**src/substr_pkg.sv**
```systemverilog
// Shared types, codes and defaults for the substring search core.
package substr_pkg;

	localparam int NEEDLE_MAX_DEF    = 16;
	localparam int POSITION_BITS_DEF = 32;
	localparam int OUT_POS_W         = 32;
	localparam int QUEUE_DEPTH       = 4;
	localparam int QPTR_W            = $clog2(QUEUE_DEPTH);

	// input word kinds as carried on s_tuser
	typedef enum logic [1:0] {
		ACT_CLEAR    = 2'd0,
		ACT_APPEND   = 2'd1,
		ACT_HAYSTACK = 2'd2,
		ACT_NOP      = 2'd3
	} action_t;

	// classified work for the back end
	typedef enum logic [2:0] {
		OP_CLEAR   = 3'd0,
		OP_APPEND  = 3'd1,
		OP_RESTART = 3'd2,
		OP_BYTE    = 3'd3,
		OP_END     = 3'd4
	} op_t;

	typedef struct packed {
		op_t        op;
		logic [7:0] data;
	} work_t;

endpackage

```
**src/substr_front.sv**
```systemverilog
// Front end: accepts input words and classifies them into back-end work.
module substr_front (
	input  logic                s_tvalid,
	output logic                s_tready,
	input  logic [7:0]          s_tdata,
	input  logic [1:0]          s_tuser,
	input  logic                q_full,
	output logic                q_push,
	output substr_pkg::work_t   q_item
);
	import substr_pkg::*;

	action_t act;

	assign act      = action_t'(s_tuser);
	assign s_tready = !q_full;

	always_comb begin
		q_item.data = s_tdata;
		q_item.op   = OP_BYTE;
		q_push      = s_tvalid && !q_full;
		case (act)
			ACT_CLEAR: begin
				q_item.op = OP_CLEAR;
			end
			ACT_APPEND: begin
				// a NUL never joins the needle, but still restarts the search
				q_item.op = (s_tdata == 8'd0) ? OP_RESTART : OP_APPEND;
			end
			ACT_HAYSTACK: begin
				q_item.op = (s_tdata == 8'd0) ? OP_END : OP_BYTE;
			end
			default: begin
				// drop no-op words
				q_push = 1'b0;
			end
		endcase
	end

endmodule

```
**src/substr_queue.sv**
```systemverilog
// Short work queue between the front end and the back end.
module substr_queue (
	input  logic              clk,
	input  logic              arst_n,
	input  logic              push,
	input  substr_pkg::work_t push_item,
	output logic              full,
	input  logic              pop,
	output logic              head_valid,
	output substr_pkg::work_t head_item
);
	import substr_pkg::*;

	work_t             entry_q [QUEUE_DEPTH];
	logic [QPTR_W:0]   wr_ptr_q;
	logic [QPTR_W:0]   rd_ptr_q;
	logic [QPTR_W:0]   fill;

	assign fill       = wr_ptr_q - rd_ptr_q;
	assign full       = (fill == (QPTR_W + 1)'(QUEUE_DEPTH));
	assign head_valid = (wr_ptr_q != rd_ptr_q);
	assign head_item  = entry_q[rd_ptr_q[QPTR_W-1:0]];

	always_ff @(posedge clk) begin
		if (push) begin
			entry_q[wr_ptr_q[QPTR_W-1:0]] <= push_item;
		end
	end

	always_ff @(posedge clk or negedge arst_n) begin
		if (!arst_n) begin
			wr_ptr_q <= '0;
			rd_ptr_q <= '0;
		end else begin
			if (push) begin
				wr_ptr_q <= wr_ptr_q + 1'b1;
			end
			if (pop) begin
				rd_ptr_q <= rd_ptr_q + 1'b1;
			end
		end
	end

`ifndef SYNTHESIS
	a_fill_bound: assert property (@(posedge clk) disable iff (!arst_n)
		fill <= (QPTR_W + 1)'(QUEUE_DEPTH))
		else $error("queue fill exceeds depth");
	a_no_push_full: assert property (@(posedge clk) disable iff (!arst_n)
		push |-> !full)
		else $error("push into full queue");
	a_no_pop_empty: assert property (@(posedge clk) disable iff (!arst_n)
		pop |-> head_valid)
		else $error("pop from empty queue");
`endif

endmodule

```
**src/substr_back.sv**
```systemverilog
// Back end: needle store, haystack window compare, position counter and result register.
module substr_back #(
	parameter int NEEDLE_MAX    = substr_pkg::NEEDLE_MAX_DEF,
	parameter int POSITION_BITS = substr_pkg::POSITION_BITS_DEF
) (
	input  logic                               clk,
	input  logic                               arst_n,
	input  logic                               head_valid,
	input  substr_pkg::work_t                  head_item,
	output logic                               pop,
	output logic                               m_tvalid,
	input  logic                               m_tready,
	output logic [substr_pkg::OUT_POS_W-1:0]   m_tdata,
	output logic                               m_tuser
);
	import substr_pkg::*;

	localparam int LEN_W = $clog2(NEEDLE_MAX + 1);
	localparam int WIN_D = (NEEDLE_MAX > 1) ? NEEDLE_MAX - 1 : 1;

	// needle kept newest byte first, so lane k lines up with window lane k
	logic [7:0]               rev_q    [NEEDLE_MAX];
	logic [7:0]               recent_q [WIN_D];
	logic [7:0]               win      [NEEDLE_MAX];
	logic [LEN_W-1:0]         len_q;
	logic                     ovf_q;
	logic [POSITION_BITS-1:0] seen_q;
	logic                     reported_q;

	logic                     m_tvalid_q;
	logic                     found_q;
	logic [OUT_POS_W-1:0]     pos_q;

	logic [NEEDLE_MAX-1:0]    lane_hit;
	logic [LEN_W-1:0]         len_m1;
	logic [POSITION_BITS-1:0] start;
	logic [POSITION_BITS+OUT_POS_W-1:0] start_ext;
	logic                     window_hit;
	logic                     empty_hit;

	logic                     res_valid;
	logic                     res_found;
	logic [OUT_POS_W-1:0]     res_pos;
	logic                     restart;
	logic                     push_win;
	logic                     shift_needle;
	logic [LEN_W-1:0]         len_d;
	logic                     ovf_d;
	logic                     reported_d;

	assign pop      = head_valid && (!m_tvalid_q || m_tready);
	assign m_tvalid = m_tvalid_q;
	assign m_tdata  = pos_q;
	assign m_tuser  = found_q;

	always_comb begin
		win[0] = head_item.data;
		for (int k = 1; k < NEEDLE_MAX; k++) begin
			win[k] = recent_q[k-1];
		end
		for (int k = 0; k < NEEDLE_MAX; k++) begin
			lane_hit[k] = (LEN_W'(k) >= len_q) || (rev_q[k] == win[k]);
		end
	end

	assign len_m1     = len_q - LEN_W'(1);
	assign window_hit = (len_q != '0) && (seen_q >= POSITION_BITS'(len_m1)) && (&lane_hit);
	assign start      = seen_q - POSITION_BITS'(len_m1);
	assign start_ext  = {{OUT_POS_W{1'b0}}, start};
	assign empty_hit  = !reported_q && !ovf_q && (len_q == '0);

	always_comb begin
		res_valid    = 1'b0;
		res_found    = 1'b0;
		res_pos      = '0;
		restart      = 1'b0;
		push_win     = 1'b0;
		shift_needle = 1'b0;
		len_d        = len_q;
		ovf_d        = ovf_q;
		reported_d   = reported_q;
		case (head_item.op)
			OP_CLEAR: begin
				len_d   = '0;
				ovf_d   = 1'b0;
				restart = 1'b1;
			end
			OP_APPEND: begin
				if (len_q < LEN_W'(NEEDLE_MAX)) begin
					shift_needle = 1'b1;
					len_d        = len_q + LEN_W'(1);
				end else begin
					ovf_d = 1'b1;
				end
				restart = 1'b1;
			end
			OP_RESTART: begin
				restart = 1'b1;
			end
			OP_BYTE: begin
				if (empty_hit) begin
					res_valid  = 1'b1;
					res_found  = 1'b1;
					reported_d = 1'b1;
				end else if (!reported_q && !ovf_q && window_hit) begin
					res_valid  = 1'b1;
					res_found  = 1'b1;
					res_pos    = start_ext[OUT_POS_W-1:0];
					reported_d = 1'b1;
					push_win   = 1'b1;
				end else begin
					push_win = 1'b1;
				end
			end
			OP_END: begin
				if (empty_hit) begin
					res_valid = 1'b1;
					res_found = 1'b1;
				end else if (!reported_q) begin
					res_valid = 1'b1;
				end
				restart = 1'b1;
			end
			default: begin
			end
		endcase
	end

	always_ff @(posedge clk) begin
		if (pop && shift_needle) begin
			for (int k = 1; k < NEEDLE_MAX; k++) begin
				rev_q[k] <= rev_q[k-1];
			end
			rev_q[0] <= head_item.data;
		end
		if (pop && res_valid) begin
			found_q <= res_found;
			pos_q   <= res_pos;
		end
	end

	always_ff @(posedge clk or negedge arst_n) begin
		if (!arst_n) begin
			len_q      <= '0;
			ovf_q      <= 1'b0;
			seen_q     <= '0;
			reported_q <= 1'b0;
			m_tvalid_q <= 1'b0;
			for (int k = 0; k < WIN_D; k++) begin
				recent_q[k] <= '0;
			end
		end else begin
			if (pop) begin
				len_q <= len_d;
				ovf_q <= ovf_d;
				if (restart) begin
					seen_q     <= '0;
					reported_q <= 1'b0;
					for (int k = 0; k < WIN_D; k++) begin
						recent_q[k] <= '0;
					end
				end else begin
					reported_q <= reported_d;
					if (push_win) begin
						for (int k = 1; k < WIN_D; k++) begin
							recent_q[k] <= recent_q[k-1];
						end
						recent_q[0] <= head_item.data;
						// saturate at all ones
						if (!(&seen_q)) begin
							seen_q <= seen_q + POSITION_BITS'(1);
						end
					end
				end
			end
			if (pop && res_valid) begin
				m_tvalid_q <= 1'b1;
			end else if (m_tready) begin
				m_tvalid_q <= 1'b0;
			end
		end
	end

`ifndef SYNTHESIS
	a_len_bound: assert property (@(posedge clk) disable iff (!arst_n)
		len_q <= LEN_W'(NEEDLE_MAX))
		else $error("needle length beyond store depth");
	a_ovf_full: assert property (@(posedge clk) disable iff (!arst_n)
		ovf_q |-> (len_q == LEN_W'(NEEDLE_MAX)))
		else $error("overflow set with needle store not full");
	a_miss_pos_zero: assert property (@(posedge clk) disable iff (!arst_n)
		(m_tvalid_q && !found_q) |-> (pos_q == '0))
		else $error("not-found result with nonzero position");
	a_hit_marks: assert property (@(posedge clk) disable iff (!arst_n)
		(pop && res_valid && (head_item.op == OP_BYTE)) |=> reported_q)
		else $error("match on a haystack byte not marked as reported");
`endif

endmodule

```
**src/substring_search_core.sv**
```systemverilog
// Path: a word that causes a result is held in the work queue, then its result is registered
// in the result register; words queued ahead of it are taken from the queue first.
// Throughput: one input word per cycle while the queue has room, set by the window compare in
// the back end; a stalled result register holds the back end while the four-word queue fills.
// Reset (arst_n, asynchronous): clears needle length, overflow, window, position counter,
// queue pointers and output valid; needle bytes are undefined until appended.
module substring_search_core #(
	parameter int NEEDLE_MAX    = substr_pkg::NEEDLE_MAX_DEF,
	parameter int POSITION_BITS = substr_pkg::POSITION_BITS_DEF
) (
	input  logic                             clk,
	input  logic                             arst_n,
	input  logic                             s_tvalid,
	output logic                             s_tready,
	input  logic [7:0]                       s_tdata,   // [7:0] data_byte
	input  logic [1:0]                       s_tuser,   // [1:0] action
	output logic                             m_tvalid,
	input  logic                             m_tready,
	output logic [substr_pkg::OUT_POS_W-1:0] m_tdata,   // [31:0] match_position
	output logic                             m_tuser    // [0] found
);
	import substr_pkg::*;

	logic  q_full;
	logic  q_push;
	work_t q_in;
	logic  q_pop;
	logic  q_valid;
	work_t q_head;

	substr_front u_front (
		.s_tvalid (s_tvalid),
		.s_tready (s_tready),
		.s_tdata  (s_tdata),
		.s_tuser  (s_tuser),
		.q_full   (q_full),
		.q_push   (q_push),
		.q_item   (q_in)
	);

	substr_queue u_queue (
		.clk        (clk),
		.arst_n     (arst_n),
		.push       (q_push),
		.push_item  (q_in),
		.full       (q_full),
		.pop        (q_pop),
		.head_valid (q_valid),
		.head_item  (q_head)
	);

	substr_back #(
		.NEEDLE_MAX    (NEEDLE_MAX),
		.POSITION_BITS (POSITION_BITS)
	) u_back (
		.clk        (clk),
		.arst_n     (arst_n),
		.head_valid (q_valid),
		.head_item  (q_head),
		.pop        (q_pop),
		.m_tvalid   (m_tvalid),
		.m_tready   (m_tready),
		.m_tdata    (m_tdata),
		.m_tuser    (m_tuser)
	);

endmodule
```
**config.mk**
```make
export PLATFORM = sky130hd
export DESIGN_NAME = substring_search_core
export DESIGN_NICKNAME = d
export VERILOG_FILES = /design/src/substr_pkg.sv /design/src/substr_front.sv /design/src/substr_queue.sv /design/src/substr_back.sv /design/src/substring_search_core.sv
export SDC_FILE = /design/constraint.sdc
export NUM_CORES = 1
export LEC_CHECK = 0
export BUFFER_PORTS_ARGS = -buffer_cell sky130_fd_sc_hd__buf_2
export CAP_MARGIN = 20
export CORE_ASPECT_RATIO = 1.5
export CORE_MARGIN = 2
export CORE_UTILIZATION = 30
export DETAILED_ROUTE_END_ITERATION = 8
export GPL_ROUTABILITY_DRIVEN = 1
export GPL_TIMING_DRIVEN = 0
export SYNTH_ARGS = -nofsm -noshare
export SYNTH_HDL_FRONTEND = slang
export SYNTH_SLANG_ARGS = --single-unit
export TNS_END_PERCENT = 5
```
**constraint.sdc**
```tcl
create_clock -name clk -period 9.39 [get_ports clk]
set_clock_uncertainty 0.05 [all_clocks]
set_input_delay 1.878 -clock clk [delete_from_list [all_inputs] [get_ports clk]]
set_output_delay 1.878 -clock clk [all_outputs]
set_load 0.01 [all_outputs]
```
=== Word level (Yosys, flattened, before mapping) ===
Memory sizes are Yosys's and may differ from the RTL's.
Index checks and enable logic that the tools add are counted.

* Add/sub/neg operators: 7
* Magnitude comparators: 18
* Equality and inequality tests: 27
* Muxes and demuxes: 35
* Bitwise operators: 2
* Reductions and logical operators: 50

{| class="wikitable"
|+ Operator list
! operator !! count
|-
| 2-to-1 mux 120 bit || 2
|-
| == test 8 bit || 16
|-
| 2-to-1 mux 32 bit || 3
|-
| greater-or-equal comparator 4 x 5 -> 1 bit (first input constant) || 8
|-
| adder 32 x 1 -> 32 bit (second input constant) || 1
|-
| greater-or-equal comparator 32 x 5 -> 1 bit || 1
|-
| AND reduction 32 bit || 1
|-
| subtractor 32 x 5 -> 32 bit || 1
|-
| 2-to-1 mux 1 bit || 22
|-
| greater-or-equal comparator 3 x 5 -> 1 bit (first input constant) || 4
|-
| logical OR 1 bit || 17
|-
| AND reduction 16 bit || 1
|-
| AND reduction 3 bit || 4
|-
| greater-or-equal comparator 1 x 5 -> 1 bit (first input constant) || 2
|-
| greater-or-equal comparator 2 x 5 -> 1 bit (first input constant) || 2
|-
| one-hot mux 5 bit (2 select lines) || 1
|-
| logical AND 1 bit || 9
|-
| one-hot mux 3 bit (3 select lines) || 1
|-
| zero test 8 bit || 1
|-
| nonzero test 2 bit || 4
|-
| adder 3 x 1 -> 3 bit (second input constant) || 2
|-
| == test 3 x 2 -> 1 bit (second input constant) || 2
|-
| == test 3 bit (second input constant) || 2
|-
| one-hot mux 1 bit (2 select lines) || 3
|-
| 23 further kinds || 29
|}

* Register bits: 199
* Memory bits (writable): 172
* Bits of input ports: 14
* Output and inout port bits: 35
* Word-level logic and storage cells: 165
* Memories kept: 2

{| class="wikitable"
|+ Memories
! memory !! depth !! bits a word !! read ports !! clocked after Yosys merged registers in !! wr ports !! line !! text
|-
| u_back.rev_q || 16 || 8 || 16 || 0 || 16 || substr_back.sv:22 || <nowiki>logic [7:0] rev_q [NEEDLE_MAX];</nowiki>
|-
| u_queue.entry_q || 4 || 11 || 1 || 0 || 1 || substr_queue.sv:14 || <nowiki>work_t entry_q [QUEUE_DEPTH];</nowiki>
|}

=== Longest topological paths before layout ===
Gate-level depths: netlist of the first run.
An unclocked memory read counts as a cell.

* Depth after elaboration: 11
* Gate-level depth with buffers: 14
* Depth with buffers taken out: 12

=== By module ===
From an unflattened synthesis of the first run, not the netlist that was laid out.

* Cells, all modules: 1149
* Area, all modules: 15872.7 um2

{| class="wikitable"
|+ By module, submodules not included
! module !! instances !! cells each !! area an instance (um2)
|-
| substr_back || 1 || 1041 || 13790.7
|-
| substr_queue || 1 || 91 || 1958.1
|-
| substr_front || 1 || 17 || 123.9
|}

=== Worst setup path after synthesis of the first run ===
Ideal clock, no wire load.

* Kind: in2reg
* From: input port m_tready
* To: register u_back.len_q[0]
* Arrival time: 9142 ps
* Slack: 92 ps
* Stages: 7
* Path buffers: 1
* Cells stage by stage: nor2b_1 -> a31oi_1 -> clkbuf_1 -> nor3b_1 -> nand2_1 -> nor2_1 -> mux2_2

* Word-level cells in the longest chain between the ends: 3

{| class="wikitable"
|+ Ends and longest elaborated chain
! what !! line !! text
|-
| start, declared || substring_search_core.sv:18 || <nowiki>input logic m_tready,</nowiki>
|-
| logical OR 1 bit || substr_back.sv:51 || <nowiki>assign pop = head_valid && (!m_tvalid_q || m_tready);</nowiki>
|-
| logical AND 1 bit || substr_back.sv:51 ||
|-
| AND reduction 3 bit (no source line) || - ||
|-
| end signal, assigned || substr_back.sv:154 || <nowiki>len_q <= len_d;</nowiki>
|-
| end, declared || substr_back.sv:25 || <nowiki>logic [LEN_W-1:0] len_q;</nowiki>
|}

No other way between the ends.
A chain may end at the register's enable or synchronous reset.

=== Worst setup path after layout of the first run ===
* From: register u_back.len_q[1]
* To: register u_back.pos_q[12], in the netlist u_back.m_tdata[12], enable pin

* Word-level cells in the longest chain between the ends: 9
* Elaborated cells between the ends (all ways): 46
* Those cells by class: add/sub (1); order compare (17); mux (4); reduce/logical (24)

{| class="wikitable"
|+ Ends and longest elaborated chain
! what !! line !! text
|-
| subtractor 5 x 1 -> 5 bit, or another cell as far along || substr_back.sv:66 || <nowiki>assign len_m1 = len_q - LEN_W'(1);</nowiki>
|-
| greater-or-equal comparator 32 x 5 -> 1 bit or logical OR 1 bit (tied branches) || substr_back.sv:67, substr_back.sv:62 ||
|-
| logical AND 1 bit or AND reduction 16 bit (tied branches) || substr_back.sv:67 || <nowiki>assign window_hit = (len_q != '0) && (seen_q >= POSITION_BITS'(len_m1)) && (&lane_hit);</nowiki>
|-
| logical AND 1 bit || substr_back.sv:67 ||
|-
| logical AND 1 bit || substr_back.sv:105 || <nowiki>end else if (!reported_q && !ovf_q && window_hit) begin</nowiki>
|-
| 2-to-1 mux 1 bit || substr_back.sv:105 ||
|-
| 2-to-1 mux 1 bit || substr_back.sv:101 || <nowiki>if (empty_hit) begin</nowiki>
|-
| one-hot mux 1 bit (2 select lines) * || substr_back.sv:82 || <nowiki>case (head_item.op)</nowiki>
|-
| logical AND 1 bit * || substr_back.sv:136 || <nowiki>if (pop && res_valid) begin</nowiki>
|-
| end signal, assigned || substr_back.sv:138 || <nowiki>pos_q <= res_pos;</nowiki>
|-
| end, declared || substr_back.sv:32 || <nowiki>logic [OUT_POS_W-1:0] pos_q;</nowiki>
|}

Every way passes the cells marked *; elsewhere a longest branch is shown, timed or not.

==> results of run 1 <==
-- critical path, delay by kind of cell (launching register included) --
family | cells | cell delay (ns)
AO/OA/AOI/OAI | 5 | 1.97
flip-flops | 1 | 0.38
buffers and inverters | 3 | 0.75
XOR/XNOR | 1 | 0.13
adder cells (fa/ha/maj) | 2 | 0.60
AND/OR/NAND/NOR | 2 | 0.53
-- cells in the final DEF (no fill, tap or decap), types with 28 or more instances in the layout --
cell / netlist / routed
nand2_1: 276 / 276
edfxtp_1: 205 / 205
dfrtp_1: 166 / 166
nand3_1: 142 / 142
xnor2_1: 95 / 95
xor2_1: 93 / 93
nor2_1: 73 / 72
clkbuf_1: 53 / 62
buf_2: 15 / 62
clkbuf_16: 0 / 41
nand4_1: 28 / 28
nor4_1: 28 / 28
-- state kept, by name (all words and copies together) (netlist names) --
name	cells
u_back.rev_q	128
u_back.recent_q	120
u_queue.entry_q	44
u_back.m_tdata	32
u_back.seen_q	32
u_back.len_q	5
u_queue.rd_ptr_q	3
u_queue.wr_ptr_q	3
u_back.m_tuser	1
u_back.m_tvalid	1
u_back.ovf_q	1
u_back.reported_q	1
-- report_power, final --
part | internal (mW) | leakage, nW | switching, mW
Sequential | 2.21 | 4.16 | 0.257
Combinational | 0.650 | 3.17 | 1.47
Clock | 0.860 | 0.611 | 0.635
-- cell usage after synthesis, drive strengths merged (11+ instances only) --
cell,instances,area [µm²]
nand2,276,1036
edfxtp,205,6156
dfrtp,166,4154
nand3,142,710.7
xnor2,95,832.1
xor2,93,814.5
nor2,73,274.0
clkbuf,53,198.9
nor4,30,209.0
nand4,28,175.2
buf,21,120.1
a21oi,18,90.09
ha,18,225.2
o21ai,18,90.09
inv,14,52.55
and3,13,81.33
nor3,12,85.08
mux4,11,251.5
-- final cells by class --
type | count | area, µm² | share of cell area
Clock buffer | 54 | 1115 | 0.05939
Buffer | 74 | 319.1 | 0.01700
Sequential cell | 371 | 10310 | 0.5492
Multi-Input combinational cell | 913 | 5592 | 0.2979
Clock inverter | 16 | 117.6 | 0.006265
Inverter | 15 | 56.30 | 0.002999
Timing Repair Buffer | 55 | 400.4 | 0.02133
Tap cell | 689 | 862.1 | 0.04592
-- through the flow --
step                hold WS, ns  worst slack [ns]  instances
finish                   0.4125             4.661       2187
global route             0.4310             4.348       2187
CTS                      0.4204             4.221       2186
detailed placement       0.4070             4.233       2116
global placement         0.3982            -3.162       2110
floorplan                0.3973           0.09242       1373
-- metal layers --
metal | part of all wire | GRT usage
met1 | 0.39 | 0.1473
met2 | 0.54 | 0.2466
met3 | 0.035 | 0.02061
met4 | 0.032 | 0.05152
met5 | 0 | 0
-- logic make-up after synthesis --
group	share of synthesized area
simple gates	0.1789
flops	0.6337
xor+xnor	0.1012
buf+inv	0.02307
compound gates	0.02992
fa+ha+maj	0.01638
mux	0.01684
-- worst max-delay path by stage --
stage	endpoint	slack (ns)	cells past startpoint	start
6_report	u_back.m_tdata[12]	4.66	13	u_back.len_q[1]
5_1_grt	u_back.m_tdata[12]	4.35	13	u_back.len_q[1]
4_1_cts	u_back.m_tdata[12]	4.22	11	u_back.len_q[4]
3_5_place_dp	u_back.m_tdata[6]	4.23	11	u_back.len_q[4]
3_3_place_gp	u_back.len_q[0]	-3.16	8	m_tready
2_1_floorplan	u_back.len_q[0]	0.09	7	m_tready
==> impl_results.md, run 1 <==
- # setup viols final: 0
- Min cycle time layout: 4.729 ns
- Reg clk slew, reported paths: 0.07 ns
- Max-slew headroom: 0.2808
- Crit path cell chain: clkbuf_1 -> inv_1 -> ha_1 -> xnor2_1 -> ha_1 -> a21o_1 -> a21oi_1 -> o211ai_1 -> nor3_1 -> a211oi_1 -> and3_1 -> a21o_1 -> buf_16
- Worst Hold Launch: u_back.rev_q[0][71]
- Worst Tran Pin Value: 1.074 ns
- Num CTS Buffers: 38
- Worst Hold Depth: 0
- WP data required: 9.58 ns
- RSZ-0062 raised after global routing: false
- HPWL Detailed: 26.09 mm
- Initial antenna violation count: 0
- FMAX: 211.5 MHz
- Seq/Total Area, Yosys: 0.6337
- Post-layout utilization of the core: 0.3501
- Min-delay worst type: reg -> reg
- Ys Warns: 0
- Async SR Flop Fraction: 0.4474
- Flop2flop setup slack: 4.66 ns
- WL final: 36.15 mm
- Overall Power: 6.087 mW
- First-pass GRT wire length: 58.39 mm
- Hold Violations, Final: 0
- Total track usage: 0.1308
- FILL cells: 5305
- Crit Path Max Fanout: 24
- Syn_nets: 1406
- Placed inst area: 0.01753 mm²
- First DRT Iteration DRCs: 538
- Final Wtd Congestion: 0.7947
- Maximum vdd drop: 0.1677 mV
- Antenna viol nets, final: 0
- PwrDens: 324.3 mW/mm²
- Synth-to-Final Area Change: 15.38%
- MaxCap Viol Count: 0
- DRT Pass-1 Iters: 5
- Clk_lat worst skew: 0.55 ns
- Port-buffer cells: 48
- Period utilisation layout: 0.5036
- Buffers from clock root to sink, at most: 3
- Cts repair resizes: 0
- CTS tree: yes
- Max-slew violation count: 0
- Critical-path top delay cell: o211ai_1
- Core Area: 0.05361 mm²
- Top_reg_cell synth: edfxtp_1
- Worst Hold End: u_back.rev_q[0][79]
- Reg2reg end: u_back.m_tdata[12]
- Routed len/inst: 16.53 µm
- Largest net degree at the start of global routing: 85
- Starting Density: 0.3035
- Design area: 0.01877 mm²
- # clock sinks: 371
- Synth Register Bits: 371
- Synth cell types: 62
- Die height: 289.2 µm
- Peak per-stage delay on the critical path: 0.70 ns
- CP endpoint kind: flip-flop
- CTS H-Tree Depth: 2
- Crit Path Class: reg -> reg
- Vias per std cell: 4.697
- Share of cells above drive strength 1: 0.1068
- FF-to-FF path depth: 13
- Placement Rows: 104
- Ant diodes: 0
- Vias post-DR: 10273
- Pleak: 7.944 nW
- Hold_buf cts: 0
- Setup TNS: 0 ns
- EDFF count, synth: 205
- Worst reg2reg startpoint: u_back.len_q[1]
- I/O pins: 49
- Mapped Cells: 1373
- GRT Residual Overflow: 0
- Nets: 1501
- Root Buffer: clkbuf_16
- Remaining DRCs: 0
- Mean cell area of the mapped netlist: 11.85 µm²
- Number of global-route vias before repair: 10733
- Mapped Area: 0.01627 mm²
- Die area: 0.05615 mm²
- Worst Path Arrival: 4.92 ns
- # Post-CTS Setup Buffers: 0
- Startpoint types: flip-flop
- Die X: 194.1 µm
- Status: completed
Note: power is estimated with default switching activity, not from simulation.
==> inputs of run 2 (changes only) <==
==> constraint.sdc (replaced) <==
create_clock -name clk -period 4.8 [get_ports clk]
set_clock_uncertainty 0.05 [all_clocks]
set_input_delay 0.96 -clock clk [delete_from_list [all_inputs] [get_ports clk]]
set_output_delay 0.96 -clock clk [all_outputs]
set_load 0.01 [all_outputs]
==> run 2 against run 1 <==
Net effect:
- first-iteration DRC count grew 4.8%
- routed wire length about the same
- combinational power is 96% higher
- largest cell class unchanged
- largest power group unchanged
- worst hold slack got worse by 0.064 ns
- critical path type unchanged
==> impl_results.md, run 2 (synthesis results as in run 1) <==
- Sw Ratio: 0.3885 (about the same)
- Hold Violations, Final: 0 (unchanged)
- Nets: 1502 (+0.067%)
- Routed len/inst: 16.53 µm (about the same)
- Die X: 194.1 µm (unchanged)
- Period utilisation layout: 0.9251 (+0.4215)
- Crit Path Class: reg -> reg
- Worst Tran Pin Value: 1.098 ns (+0.02387 ns)
- Max-slew headroom: 0.2648 (-0.01598)
- Reg clk slew, reported paths: 0.06 ns (about the same)
- Met3 routed WL: 978 µm (-23%)
- FMAX: 225.2 MHz (+6.5%)
- Min cycle time layout: 4.441 ns (-0.2886 ns)
- Status: completed
- # setup viols final: 0 (unchanged)
- Top routing layer used: met4
- I/O pins: 49 (unchanged)
- CTS tree: yes
- Clk_lat worst skew: 0.54 ns (about the same)
- Num CTS Buffers: 37 (-2.6%)
- RSZ-0062 raised after global routing: false
- Top reg by flops: u_back.rev_q
- Worst setup margin: 0.3594 ns (-4.301 ns)
- Antenna viol nets, final: 0 (unchanged)
- Pleak: 7.934 nW (-0.12%)
- Overall Power: 11.82 mW (+94%)
- Share of cells above drive strength 1: 0.1055 (-0.001335)
- Met2 wire length: 19.66 mm (+0.70%)
- Root Buffer: clkbuf_16
- Inst Count DP: 2116 (unchanged)
- Initial antenna violation count: 0 (unchanged)
- Vias per std cell: 4.745 (+1.0%)
- Min-delay worst type: in -> async
- Sequential power share: 0.408 (+0.002)
- CTS H-Tree Depth: 2 (unchanged)
- Max-slew violation count: 0 (unchanged)
- Setup TNS: 0 ns (unchanged)
- Most frequent cells in the layout: nand2_1, edfxtp_1, dfrtp_1, nand3_1, xnor2_1
- Largest net degree at the start of global routing: 93 (+9.4%)
- HPWL Detailed: 25.83 mm (-0.97%)
- GRT Residual Overflow: 0 (unchanged)
- Most common cell after layout, fill and taps aside: nand2_1
- WL final: 36.16 mm (about the same)
- Max FFs per register: 128 (unchanged)
- Starting Density: 0.3035 (unchanged)
- Net Switching: 4.594 mW (+94%)
- Dpl ws: -0.3327 ns (-4.566 ns)
- Crit Path Max Fanout: 25 (+4.2%)
- Worst Path Arrival: 4.63 ns (-0.29 ns)
- DRT Pass-1 Iters: 5 (unchanged)
- Clock network fraction of total power: 0.240 (-0.006)
- Die height: 289.2 µm (unchanged)
- Ant diodes: 0 (unchanged)
- Power share of the combinational group: 0.351 (+0.002)
- Startpoint types: flip-flop
- First DRT Iteration DRCs: 564 (+4.8%)
- MaxCap Viol Count: 0 (unchanged)
- Remaining DRCs: 0 (unchanged)
- Port-buffer cells: 48 (unchanged)
- Placement Rows: 104 (unchanged)
- Buffers from clock root to sink, at most: 3 (unchanged)
- FILL cells: 5330 (+0.47%)
- Die area: 0.05615 mm² (unchanged)
- WP data required: 4.99 ns (-4.59 ns)
- Core Area: 0.05361 mm² (unchanged)
- CP endpoint kind: flip-flop
- Number of global-route vias before repair: 10673 (-0.56%)
- M1 WL: 14.49 mm (+2.2%)
- Vias post-DR: 10378 (+1.0%)
- Non-Filler Instances: 2187 (unchanged)
- Maximum vdd drop: 0.3720 mV (+120%)
- Synth-to-Final Area Change: 15.19%
- Final Wtd Congestion: 0.7992 (+0.57%)
- Total track usage: 0.1301 (-0.0007568)
- # clock sinks: 371 (unchanged)
- PwrDens: 631.0 mW/mm² (+95%)
- First-pass GRT wire length: 57.99 mm (-0.69%)
- Int Power: 7.231 mW (+94%)
run 2: cell count changes in the layout (fill, tap and decap cells not counted), sizes merged:
| cell | before | now |
|---|---|---|
| clkinvlp | 2 | 0 |
| inv | 15 | 16 |
| buf | 75 | 78 |
| clkbuf | 108 | 106 |
run 2: area by class of cell:
type                    count  area, µm²  share of cell area
plain buffers              74      319.1             0.01702
clock buffers              53       1079             0.05755
clock inverters            15      105.1            0.005608
inverters                  15      56.30            0.003004
multi-input cells         913       5602              0.2989
flip-flops and latches    371      10310              0.5501
well taps                 689      862.1             0.04600
repair buffers             57      407.9             0.02177
run 2: worst paths after layout:
| path | slack (ns) | depth (start not counted) | to | from |
|---|---|---|---|---|
| max | 0.36 | 12 | u_back.m_tdata[5] | u_back.len_q[4] |
| min | 0.35 | 1 | u_back.recent_q[64] | arst_n |
| max reg2reg | 0.36 | 12 | u_back.m_tdata[5] | u_back.len_q[4] |
| min reg2reg | 0.41 | 0 | u_back.rev_q[0][90] | u_back.rev_q[0][82] |
| max in group asynchronous | 3.45 | 2 | u_back.seen_q[14] | arst_n |
| min in group clk | 0.41 | 0 | u_back.rev_q[0][90] | u_back.rev_q[0][82] |
run 2: metal layers:
metal / up-vias / GRT usage
li1: 4985 / -
met1: 5171 / 0.1482
met2: 163 / 0.2481
met3: 59 / 0.01711
met4: 0 / 0.04621
met5: - / 0
run 2: through the flow:
stage	util	hold slack, ns	cell area, µm²
2_1_floorplan	-	0.3973	16280
3_3_place_gp	0.3242	0.3983	17380
3_5_place_dp	0.3269	0.4056	17520
4_1_cts	0.3490	0.3721	18710
5_1_grt	0.3496	0.3949	18740
6_report	0.3496	0.3488	18740
run 2: worst max-delay path: stages, from the launching register on:
cell	delay, ns
dfrtp_1	0.32
clkbuf_1	0.37
clkinv_1	0.44
xnor2_1	0.28
ha_1	0.34
inv_1	0.09
nor4b_1	0.48
or3_1	0.17
nor3_1	0.08
a211oi_1	0.54
and3_1	0.30
a21o_1	0.43
buf_16	0.24
run 2: power groups by stage:
stage               registers, mW  logic (mW)  clock network, mW
global placement             4.91        4.02                  0
global route                 4.92        4.63               3.01
CTS                          4.84        4.21               2.92
detailed placement           4.90        4.19                  0
finish                       4.83        4.16               2.84
floorplan                    4.84        2.70                  0
run 2: repair_timing:
item | 4_1_cts | 5_1_grt
buffers inserted | 0 | 3
setup endpoints to repair | 64 | 107
gates resized for setup | 1 | 1
hold buffers | 0 | 0
pin swaps | 0 | 1
==> inputs of run 3 (changes only) <==
--- a/config.mk
+++ b/config.mk
@@ -7,12 +7,15 @@
 export LEC_CHECK = 0
 export BUFFER_PORTS_ARGS = -buffer_cell sky130_fd_sc_hd__buf_2
 export CAP_MARGIN = 20
+export CELL_PAD_IN_SITES_DETAIL_PLACEMENT = 1
+export CELL_PAD_IN_SITES_GLOBAL_PLACEMENT = 2
 export CORE_ASPECT_RATIO = 1.5
 export CORE_MARGIN = 2
-export CORE_UTILIZATION = 30
+export CORE_UTILIZATION = 43
 export DETAILED_ROUTE_END_ITERATION = 8
 export GPL_ROUTABILITY_DRIVEN = 1
 export GPL_TIMING_DRIVEN = 0
+export PLACE_DENSITY_LB_ADDON = 0.1
 export SYNTH_ARGS = -nofsm -noshare
 export SYNTH_HDL_FRONTEND = slang
 export SYNTH_SLANG_ARGS = --single-unit
==> run 3 against run 2 <==
Net effect:
- first-iteration DRC count decreased by 8.2%
- critical path depth unchanged
- combinational power increased by 4%
- sequential cell count unchanged
- routed wire length increased by 8.5%
- die area decreased by 30%
- worst hold slack got worse by 0.0074 ns
- critical endpoint is now u_back.m_tdata[21]
- largest cell class unchanged
- largest power group unchanged
==> impl_results.md, run 3 (synthesis results as in run 1) <==
- Port-buffer cells: 48 (unchanged)
- Worst path buffer plus inverter count: 4 (unchanged)
- Maximum vdd drop: 0.3504 mV (-5.8%)
- Worst setup margin: 0.3240 ns (-0.03539 ns)
- GRT Residual Overflow: 0 (unchanged)
- Most common cell after layout, fill and taps aside: nand2_1
- Vias post-DR: 10404 (+0.25%)
- Crit path cell chain: clkbuf_1 -> clkinv_1 -> xnor2_1 -> ha_1 -> inv_1 -> nor4b_1 -> or3_1 -> nor3_1 -> a211oi_1 -> and3_1 -> a21o_2 -> buf_16
- Peak per-stage delay on the critical path: 0.52 ns (-0.02 ns)
- Remaining DRCs: 0 (unchanged)
- CTS tree: yes
- Worst reg2reg startpoint: u_back.len_q[4]
- WP data required: 4.98 ns (about the same)
- Hold_buf cts: 0 (unchanged)
- Die height: 242.2 µm (-16%)
- FILL cells: 3952 (-26%)
- Non-Filler Instances: 1986 (-9.2%)
- Overall Power: 12.12 mW (+2.5%)
- Num CTS Buffers: 38 (+2.7%)
- Max-slew violation count: 0 (unchanged)
- Min cycle time layout: 4.476 ns (+0.03539 ns)
- Most frequent cells in the layout: nand2_1, edfxtp_1, dfrtp_1, nand3_1, xnor2_1
- RSZ-0062 raised after global routing: false
- HPWL Detailed: 27.77 mm (+7.5%)
- Startpoint types: flip-flop
- CP endpoint kind: flip-flop
- FMAX: 223.4 MHz (-0.79%)
- Die X: 162.8 µm (-16%)
- MaxCap Viol Count: 0 (unchanged)
- Max FFs per register: 128 (unchanged)
- Crit Path Class: reg -> reg
- Clk_lat worst skew: 0.53 ns (about the same)
- Dpl ws: -0.5147 ns (-0.1820 ns)
- Buffers from clock root to sink, at most: 3 (unchanged)
- Routed len/inst: 19.76 µm (+20%)
- Worst setup path startpoint: u_back.len_q[4]
- Vias per std cell: 5.239 (+10%)
- Root Buffer: clkbuf_16
- Hold Violations, Final: 0 (unchanged)
- Top reg by flops: u_back.rev_q
- DRT Pass-1 Iters: 4 (-1)
- Status: completed
- Reg clk slew, reported paths: 0.06 ns (about the same)
- Period utilisation layout: 0.9325 (+0.007373)
- Final Wtd Congestion: 0.7869 (-1.5%)
- Share of cells above drive strength 1: 0.1035 (-0.001934)
- Crit Path Max Fanout: 19 (-24%)
- Pleak: 7.923 nW (-0.14%)
- First DRT Iteration DRCs: 518 (-8.2%)
- Largest net degree at the start of global routing: 102 (+9.7%)
- Delay-heaviest family, CP: buffers and inverters
- Fin Hold WS: 0.3414 ns (-0.007399 ns)
- Core Area: 0.03745 mm² (-30%)
- Worst Tran Pin Value: 1.032 ns (-0.06556 ns)
- Total track usage: 0.2051 (+0.07502)
- # clock sinks: 371 (unchanged)
- PwrDens: 653.7 mW/mm² (+3.6%)
- Number of global-route vias before repair: 10998 (+3.0%)
- Worst Path Arrival: 4.66 ns (+0.03 ns)
- Antenna viol nets, final: 0 (unchanged)
- CTS H-Tree Depth: 2 (unchanged)
- Max-slew headroom: 0.3054 (+0.04058)
- WL final: 39.24 mm (+8.5%)
- Inst Count DP: 1916 (-9.5%)
- Ant diodes: 0 (unchanged)
- Die area: 0.03944 mm² (-30%)
- Starting Density: 0.4345 (+0.1310)
- Min-delay worst type: in -> async
- # setup viols final: 0 (unchanged)
- Critical-path top delay cell: nor4b_1
- First-pass GRT wire length: 62.55 mm (+7.9%)
- I/O pins: 49 (unchanged)
- Placement Rows: 87 (-16%)
- Initial antenna violation count: 0 (unchanged)
- Nets: 1502 (unchanged)
- Synth-to-Final Area Change: 13.91%
[run 3: cell types whose count changed in the layout (fill, tap and decap cells not counted), sizes merged]
cell      previous run  this run
buf                 78        77
inv                 16        15
clkinv              13        12
clkbuf             106       101
clkinvlp             0         4
bufinv               1         4
[run 3: power by group]
part | total [mW] | leakage, nW | switching (mW) | internal (mW)
registers | 4.83 | 4.16 | 0.506 | 4.33
logic | 4.32 | 3.18 | 3.04 | 1.28
clock network | 2.96 | 0.587 | 1.22 | 1.73
total | 12.1 | 7.92 | 4.77 | 7.35
[run 3: path summary, 6_finish.rpt]
check                           slack [ns]  cells past startpoint                   to
worst min-delay path                  0.34                      1   u_back.recent_q[8]
max in group asynchronous             3.36                      2    u_back.seen_q[22]
worst max-delay path                  0.32                     12   u_back.m_tdata[21]
worst min register to register        0.41                      0  u_back.rev_q[0][68]
min in group clk                      0.41                      0  u_back.rev_q[0][68]
worst max register to register        0.32                     12   u_back.m_tdata[21]
[run 3: final cells by class]
class / instances / area (µm²) / area share
Clock inverter: 20 / 202.7 / 0.01094
Tap cell: 489 / 611.8 / 0.03301
Buffer: 74 / 319.1 / 0.01722
Multi-Input combinational cell: 913 / 5603 / 0.3023
Inverter: 15 / 56.30 / 0.003038
Timing Repair Buffer: 56 / 400.4 / 0.02160
Clock buffer: 48 / 1030 / 0.05556
Sequential cell: 371 / 10310 / 0.5563
[run 3: stage by stage]
stage | cell area [µm²] | utilization | setup TNS (ns)
6_report | 18530 | 0.4949 | 0
5_1_grt | 18530 | 0.4949 | 0
4_1_cts | 18520 | 0.4946 | 0
3_5_place_dp | 17270 | 0.4613 | -20.68
3_3_place_gp | 17130 | 0.4574 | -320.84
2_1_floorplan | 16280 | - | 0
[run 3: repair_timing]
| action | in CTS | in global routing |
|---|---|---|
| resized for setup | 1 | 2 |
| buffers inserted | 1 | 0 |
| endpoints found under the setup margin | 63 | 48 |
| pin swaps | 1 | 0 |
[run 3: metal layers]
metal | wire, µm | GRT usage | vias to the layer above
met3 | 1073 | 0.02876 | 65
met2 | 20970 | 0.3774 | 125
met5 | 0 | 0 | -
li1 | - | - | 4985
met1 | 16010 | 0.2466 | 5229
met4 | 1181 | 0.06117 | 0
